===== config.mk =====
export PLATFORM = sky130hd
export DESIGN_NAME = cbsn_ctrl
export DESIGN_NICKNAME = d
export VERILOG_FILES = /design/src/rtl/core/cbsn_pkg.sv /design/src/rtl/core/cbsn_ctrl.sv
export SDC_FILE = /design/constraint.sdc
export NUM_CORES = 1
export LEC_CHECK = 0
export BUFFER_PORTS_ARGS = -buffer_cell sky130_fd_sc_hd__buf_2
export CELL_PAD_IN_SITES_DETAIL_PLACEMENT = 0
export CELL_PAD_IN_SITES_GLOBAL_PLACEMENT = 2
export CORE_MARGIN = 2
export CORE_UTILIZATION = 34
export DETAILED_ROUTE_END_ITERATION = 6
export PLACE_DENSITY_LB_ADDON = 0.08
export SLEW_MARGIN = 20
export SYNTH_ARGS = -nofsm -noshare
export SYNTH_HDL_FRONTEND = slang
export SYNTH_SLANG_ARGS = --single-unit

===== constraint.sdc =====
create_clock -name clk_i -period 3.29 [get_ports clk_i]
set_clock_uncertainty 0.15 [all_clocks]
set_input_delay 0.658 -clock clk_i [delete_from_list [all_inputs] [get_ports clk_i]]
set_output_delay 0.658 -clock clk_i [all_outputs]
set_load 0.05 [all_outputs]

===== src/rtl/core/cbsn_pkg.sv =====
// Package for the circular Bartlett smoothing and normalization block.
// Holds sizes, field widths, state, command and status types and the window weight function.
// No dependencies.
package cbsn_pkg;

  localparam int BINS   = 180;
  localparam int TAPS   = 23;
  localparam int RING   = 2 * BINS;
  localparam int ADDR_W = $clog2(BINS);
  localparam int RING_W = $clog2(RING);
  localparam int KS_W   = $clog2(2 * RING);
  localparam int TAP_W  = $clog2(TAPS);

  localparam int BIN_W  = 8;
  localparam int FLUX_W = 24;
  localparam int EXP_W  = 20;
  localparam int TOT_W  = 24;
  localparam int BG_W   = 8;
  localparam int OUT_W  = 32;
  localparam int CIDX_W = 4;
  localparam int CDAT_W = 24;

  localparam int C_W    = FLUX_W + TAP_W + $clog2(2 * TAPS);
  localparam int P_W    = C_W + EXP_W;
  localparam int SUM_W  = 60;
  localparam int SCL_W  = TOT_W + 8;
  localparam int XH_W   = SUM_W / 2;
  localparam int PP_W   = XH_W + SCL_W;
  localparam int NUM_W  = SUM_W + OUT_W;
  localparam int STEP_W = $clog2(OUT_W);

  localparam logic [CIDX_W-1:0] REG_TOTAL = CIDX_W'(0);
  localparam logic [CIDX_W-1:0] REG_BG    = CIDX_W'(1);
  localparam logic              OP_LOAD   = 1'b0;
  localparam logic              OP_READ   = 1'b1;

  typedef enum logic [3:0] {
    ST_IDLE, ST_INIT, ST_SETUP, ST_TAP, ST_DRAIN, ST_MUL, ST_ACC,
    ST_N_RD, ST_N_MUL, ST_N_P0, ST_N_P1, ST_N_P2, ST_N_DIV, ST_N_WR
  } state_e;

  typedef struct packed {
    logic              load_we;
    logic              rd_acc;
    logic              out_load;
    logic              acc_clr;
    logic              mac_en;
    logic [ADDR_W-1:0] ring_addr;
    logic              ring_sel;
    logic [TAP_W-1:0]  weight;
    logic [ADDR_W-1:0] bin_addr;
    logic              comb_we;
    logic              prod_load;
    logic              prod_src;
    logic              ws_clr;
    logic              ws_add;
    logic              pp_lo_load;
    logic              pp_hi_load;
    logic              num_load;
    logic              div_step;
    logic              res_we;
  } cmd_t;

  typedef struct packed {
    logic ws_zero;
  } status_t;

  // Bartlett weight of tap n.
  function automatic logic [TAP_W-1:0] win_weight(input logic [TAP_W-1:0] n);
    int d;
    int w;
    d = 2 * int'(n) - (TAPS - 1);
    if (d < 0) d = -d;
    w = (TAPS - 1) - d;
    if ((TAPS % 2) != 0) w = w >> 1;
    if (w < 0) w = 0;
    return TAP_W'(w);
  endfunction

endpackage


===== src/rtl/core/cbsn_ctrl.sv =====
// Sequencer of the smoothing block: handshakes, window walk and division steps.
// Depends on cbsn_pkg.
module cbsn_ctrl import cbsn_pkg::*; (
  input  logic    clk_i,
  input  logic    rst_ni,
  input  logic    req_valid_i,
  input  logic    req_op_i,
  input  logic    req_last_i,
  output logic    req_ready_o,
  output logic    rsp_valid_o,
  input  logic    rsp_ready_i,
  input  status_t status_i,
  output cmd_t    cmd_o
);
  state_e            state_q, state_d;
  logic [ADDR_W-1:0] b_q, b_d;
  logic [TAP_W-1:0]  j_q, j_d;
  logic              half_q, half_d;
  logic [RING_W-1:0] k_q, k_d;
  logic [STEP_W-1:0] step_q, step_d;
  logic              rd_pend_q, out_valid_q;
  logic              acc_load, acc_read;
  logic              last_tap, last_bin;

  function automatic logic [RING_W-1:0] kstart(input logic [ADDR_W-1:0] b,
                                               input logic h);
    logic [KS_W-1:0] s;
    s = KS_W'(b) + (h ? KS_W'(BINS) : '0) + KS_W'(RING - TAPS / 2);
    if (s >= KS_W'(RING)) s = s - KS_W'(RING);
    return s[RING_W-1:0];
  endfunction

  assign req_ready_o = (state_q == ST_IDLE) && !rd_pend_q &&
                       (!out_valid_q || rsp_ready_i);
  assign rsp_valid_o = out_valid_q;
  assign acc_load    = req_valid_i && req_ready_o && (req_op_i == OP_LOAD);
  assign acc_read    = req_valid_i && req_ready_o && (req_op_i == OP_READ);
  assign last_tap    = (j_q == TAP_W'(TAPS - 1));
  assign last_bin    = (b_q == ADDR_W'(BINS - 1));

  always_comb begin
    state_d = state_q;
    unique case (state_q)
      ST_IDLE:  if (acc_load && req_last_i) state_d = ST_INIT;
      ST_INIT:  state_d = ST_SETUP;
      ST_SETUP: state_d = ST_TAP;
      ST_TAP:   if (last_tap && half_q) state_d = ST_DRAIN;
      ST_DRAIN: state_d = ST_MUL;
      ST_MUL:   state_d = ST_ACC;
      ST_ACC:   state_d = last_bin ? ST_N_RD : ST_SETUP;
      ST_N_RD:  state_d = status_i.ws_zero ? ST_N_WR : ST_N_MUL;
      ST_N_MUL: state_d = ST_N_P0;
      ST_N_P0:  state_d = ST_N_P1;
      ST_N_P1:  state_d = ST_N_P2;
      ST_N_P2:  state_d = ST_N_DIV;
      ST_N_DIV: if (step_q == STEP_W'(OUT_W - 1)) state_d = ST_N_WR;
      ST_N_WR:  state_d = last_bin ? ST_IDLE : ST_N_RD;
      default:  state_d = ST_IDLE;
    endcase
  end

  always_comb begin
    b_d    = b_q;
    j_d    = j_q;
    half_d = half_q;
    k_d    = k_q;
    step_d = step_q;
    unique case (state_q)
      ST_INIT: b_d = '0;
      ST_SETUP: begin
        j_d    = '0;
        half_d = 1'b0;
        k_d    = kstart(b_q, 1'b0);
      end
      ST_TAP: begin
        if (last_tap) begin
          j_d    = '0;
          half_d = 1'b1;
          k_d    = kstart(b_q, 1'b1);
        end else begin
          j_d = j_q + TAP_W'(1);
          k_d = (k_q == RING_W'(RING - 1)) ? '0 : k_q + RING_W'(1);
        end
      end
      ST_ACC:   b_d = last_bin ? '0 : b_q + ADDR_W'(1);
      ST_N_P2:  step_d = '0;
      ST_N_DIV: step_d = step_q + STEP_W'(1);
      ST_N_WR:  b_d = last_bin ? '0 : b_q + ADDR_W'(1);
      default: ;
    endcase
  end

  always_comb begin
    cmd_o           = '0;
    cmd_o.load_we   = acc_load;
    cmd_o.rd_acc    = acc_read;
    cmd_o.out_load  = rd_pend_q;
    cmd_o.bin_addr  = b_q;
    cmd_o.weight    = win_weight(j_q);
    cmd_o.ring_sel  = (k_q >= RING_W'(BINS));
    cmd_o.ring_addr = cmd_o.ring_sel ? ADDR_W'(k_q - RING_W'(BINS)) : ADDR_W'(k_q);
    unique case (state_q)
      ST_INIT:  cmd_o.ws_clr = 1'b1;
      ST_SETUP: cmd_o.acc_clr = 1'b1;
      ST_TAP:   cmd_o.mac_en = 1'b1;
      ST_MUL: begin
        cmd_o.comb_we   = 1'b1;
        cmd_o.prod_load = 1'b1;
      end
      ST_ACC:   cmd_o.ws_add = 1'b1;
      ST_N_MUL: begin
        cmd_o.prod_load = 1'b1;
        cmd_o.prod_src  = 1'b1;
      end
      ST_N_P0:  cmd_o.pp_lo_load = 1'b1;
      ST_N_P1:  cmd_o.pp_hi_load = 1'b1;
      ST_N_P2:  cmd_o.num_load = 1'b1;
      ST_N_DIV: cmd_o.div_step = 1'b1;
      ST_N_WR:  cmd_o.res_we = 1'b1;
      default: ;
    endcase
  end

  always_ff @(posedge clk_i or negedge rst_ni) begin
    if (!rst_ni) begin
      state_q     <= ST_IDLE;
      b_q         <= '0;
      j_q         <= '0;
      half_q      <= 1'b0;
      k_q         <= '0;
      step_q      <= '0;
      rd_pend_q   <= 1'b0;
      out_valid_q <= 1'b0;
    end else begin
      state_q   <= state_d;
      b_q       <= b_d;
      j_q       <= j_d;
      half_q    <= half_d;
      k_q       <= k_d;
      step_q    <= step_d;
      rd_pend_q <= acc_read;
      if (rd_pend_q) begin
        out_valid_q <= 1'b1;
      end else if (rsp_ready_i) begin
        out_valid_q <= 1'b0;
      end
    end
  end

`ifndef SYNTHESIS
  a_ready_idle: assert property (@(posedge clk_i) disable iff (!rst_ni)
    req_ready_o |-> (state_q == ST_IDLE))
    else $error("request taken outside idle");
  a_read_lands: assert property (@(posedge clk_i) disable iff (!rst_ni)
    rd_pend_q |=> out_valid_q)
    else $error("read result not presented");
  a_write_order: assert property (@(posedge clk_i) disable iff (!rst_ni)
    (state_q == ST_N_WR) |-> ($past(state_q) == ST_N_DIV || $past(state_q) == ST_N_RD))
    else $error("result written out of sequence");
`endif
endmodule


==> metrics.cfg <==
[critical_path]
cp.arrival_ns=2.33
endpoint_kind=output pin
crit_chain=inv_1, ha_1, a31oi_2, xor2_1, o21ai_0, ha_1, nand2b_1, xor2_2, buf_4
max_stage_delay_ns=0.43
cp_data_required_time_ns=2.48
cpMaxStageDelayCell=dfrtp_2
cp_max_fo=7
path_buf_inv=2
crit_path_start_kind=register
crit_top_cell=ha_1
path_class=reg -> out
cpLargestDelayFamily=adder cells

[pwr]
p_sw_mw=0.1869
pwr-share-clk=0.445
p_sw_frac=0.2410
p_leak_nw=1.612
power.total_mw=0.7757
power_density_nw_per_um2=224.7
p_int_mw=0.5888
power_frac_comb=0.017
seq_power_share=0.538
ir_worst_vdd_uv=134.0

[yosys]
syn_avg_cell_area_um2=7.797
synth_top_flop_cell=dfrtp_1
syn_inst=393
synth_largest_type_area_fraction=0.2777
synth-seq-cells=34
synth.largest_area_cell=dfrtp_1
ys_types=69
synthArstFlopShare=1.000
yosys_warnings=0
synthesis.area_um2=3064
synth.area.top_cells=dfrtp_1, o21ai_0, ha_1
syn_nets=414
synth_edf_count=0
yosysSeqAreaShare=0.2777

[route]
drt_pass1_iterations=4
highest_layer=met4
met3_length_um=319
first_iter_violations=133
ant_nets=0
vias_per_cell=5.506
dr_wl_met2_mm=3.738
wl_per_cell_um=16.35
vias=2918
wl_met1_mm=4.513
routed_wl_mm=8.663
drc=0

[placed_design]
dp_hpwl_mm=6.140
port-buffer-count=45
routabilityCongestion=0.7694

[outcome]
status=finished clean

[timing]
maxSlewViolCount=0
fin_crit_ns=3.140
worstMarginPinSlew_ns=0.8488
min_period_over_period=0.9545
finalHoldViolations=0
rsz0062_at_grt=no
slew_headroom=0.4341
fmax_ghz=0.3184
setup_violations=0
tns_ns=0

[clocking]
clock-sinks=34
cts_buffers=5
cts_hold_buf=0
cts.clk_slew.worst_paths_ns=0.08
cts_root_buffer=clkbuf_8
cts.path.max_buffers=2
cts_max_level=2
clk_latency_ns=0.29
cts_tree=built

[die]
std_cell_rows=34
coreArea_um2=8721
initial_core_util=0.3514
die_x_um=98.94
ios=46
die-area_um2=9788
die_y_um=98.94

[global_route]
grt_pass1_vias=2690
antenna_found_initial=0
overflow=0
track_usage=0.1810
grt_pass1_wl_mm=14.53
grt_max_degree=35

[finish]
antenna_cells=0
nFillCells=948
drive_above_1_share=0.1919
nets=442
syn_to_final_growth_pct=12.66

[run]
max-cap-violations=0

[worst_hold_path]
min_path_type=in -> async

[stage by stage]
step	std cells	hold slack (ns)	cell area [um2]	setup WS, ns	utilization
floorplan	393	0.2124	3072	0.08009	-
global placement	519	0.3198	3324	0.3444	0.3812
detailed placement	519	0.3223	3324	0.3124	0.3812
CTS	527	0.3348	3422	0.02159	0.3924
global route	530	0.3661	3452	0.01254	0.3958
finish	530	0.3117	3452	0.1496	0.3958
[worst register-to-register path: cells and delay by family, from the launching register on]
kind,cells,cell delay (ns)
DFF,1,0.74
xor gates and xnor gates,3,0.55
AOI/OAI and AO/OA,3,0.44
and+or+nand+nor,1,0.33
adders and majority gates,1,0.25
[timing repair]
| item | 4_1_cts | 5_1_grt |
|---|---|---|
| cloned | 0 | 0 |
| gates resized for setup | 1 | 2 |
| buffers inserted | 0 | 3 |
| pin swaps | 0 | 1 |
| setup endpoints to repair | 1 | 1 |
[power by group through the flow]
stage          logic [mW]  registers (mW)  clock network (mW)
3_5_place_dp       0.0139           0.426                   0
6_report           0.0131           0.417               0.345
4_1_cts            0.0139           0.417               0.361
2_1_floorplan    0.000626           0.426                   0
5_1_grt            0.0156           0.418               0.383
3_3_place_gp       0.0139           0.426                   0
[area by class of cell]
cell class,instances,area [um2],share of cell area
clock buffer,6,82.58,0.02392
clock inverter,2,12.51,0.003625
inverter,18,67.56,0.01957
multi-input combinational,304,1977,0.5727
sequential,34,852.1,0.2468
tap,108,135.1,0.03914
timing repair buffer,58,325.3,0.09424
[cells in the final DEF, fill, tap and decap left out, drive strengths merged, types with 6 or more instances in the layout]
cell,Yosys,final
buf,19,58
nand2,36,36
clkbuf,18,6
nor2,32,32
a31oi,9,9
and3,8,8
nor2b,6,6
a211oi,6,6
nand3,15,15
a21oi,18,18
ha,14,14
dfrtp,34,34
inv,18,18
o21ai,46,46
xnor2,14,14
xor2,10,10
[synth_stat cells (all sizes together) (3+ instances only)]
cell type and count:
nor2b 6, nand2 36, a21oi 18, and4b 3
clkbuf 18, dfrtp 34, o21ai 46, o211ai 3
xnor2 14, o221ai 3, nand3 15, a211oi 6
nand4 4, xor2 10, nand4b 3, and2 4
nand3b 4, or2 3, nor3 5, a32oi 3
and3 8, a21o 5, ha 14, a31oi 9
nand2b 5, o31ai 5, buf 19, nor2 32
inv 18
[worst paths after layout]
kind / startpoint / end / slack, ns / cells after the start
setup / recovery: j_q[0] / cmd_o[22] / 0.15 / 9
hold / removal: rst_ni / step_q[4] / 0.31 / 1
setup reg to reg: b_q[2] / k_q[5] / 0.70 / 8
hold reg to reg: half_q / half_q / 0.34 / 2
max in group asynchronous: rst_ni / j_q[0] / 2.09 / 1
min in group clk_i: half_q / half_q / 0.34 / 2
[metal layers]
layer / vias up / track usage
met5: - / 0
met4: 0 / 0.03793
met3: 6 / 0.02482
met2: 61 / 0.2698
met1: 1374 / 0.2779
li1: 1477 / -
[registers in the layout, indices dropped and copies added (netlist names)]
signal,count
b_q,8
half_q,1
j_q,5
k_q,9
rd_pend_q,1
rsp_valid_o,1
state_q,4
step_q,5
[kinds of logic (layout without fill, tap and decap cells)]
kind of cell / Yosys count / count (layout) / share of synthesized area
AO/OA/AOI/OAI: 123 / 123 / 0.2679
multiplexers: 2 / 2 / 0.006941
AND/OR/NAND/NOR: 141 / 141 / 0.2401
XOR/XNOR: 24 / 24 / 0.06860
adder cells (fa/ha/maj): 14 / 14 / 0.05717
buffers and inverters: 55 / 84 / 0.08166
flip-flops: 34 / 34 / 0.2777
Note: power is estimated with default switching activity, not from simulation.
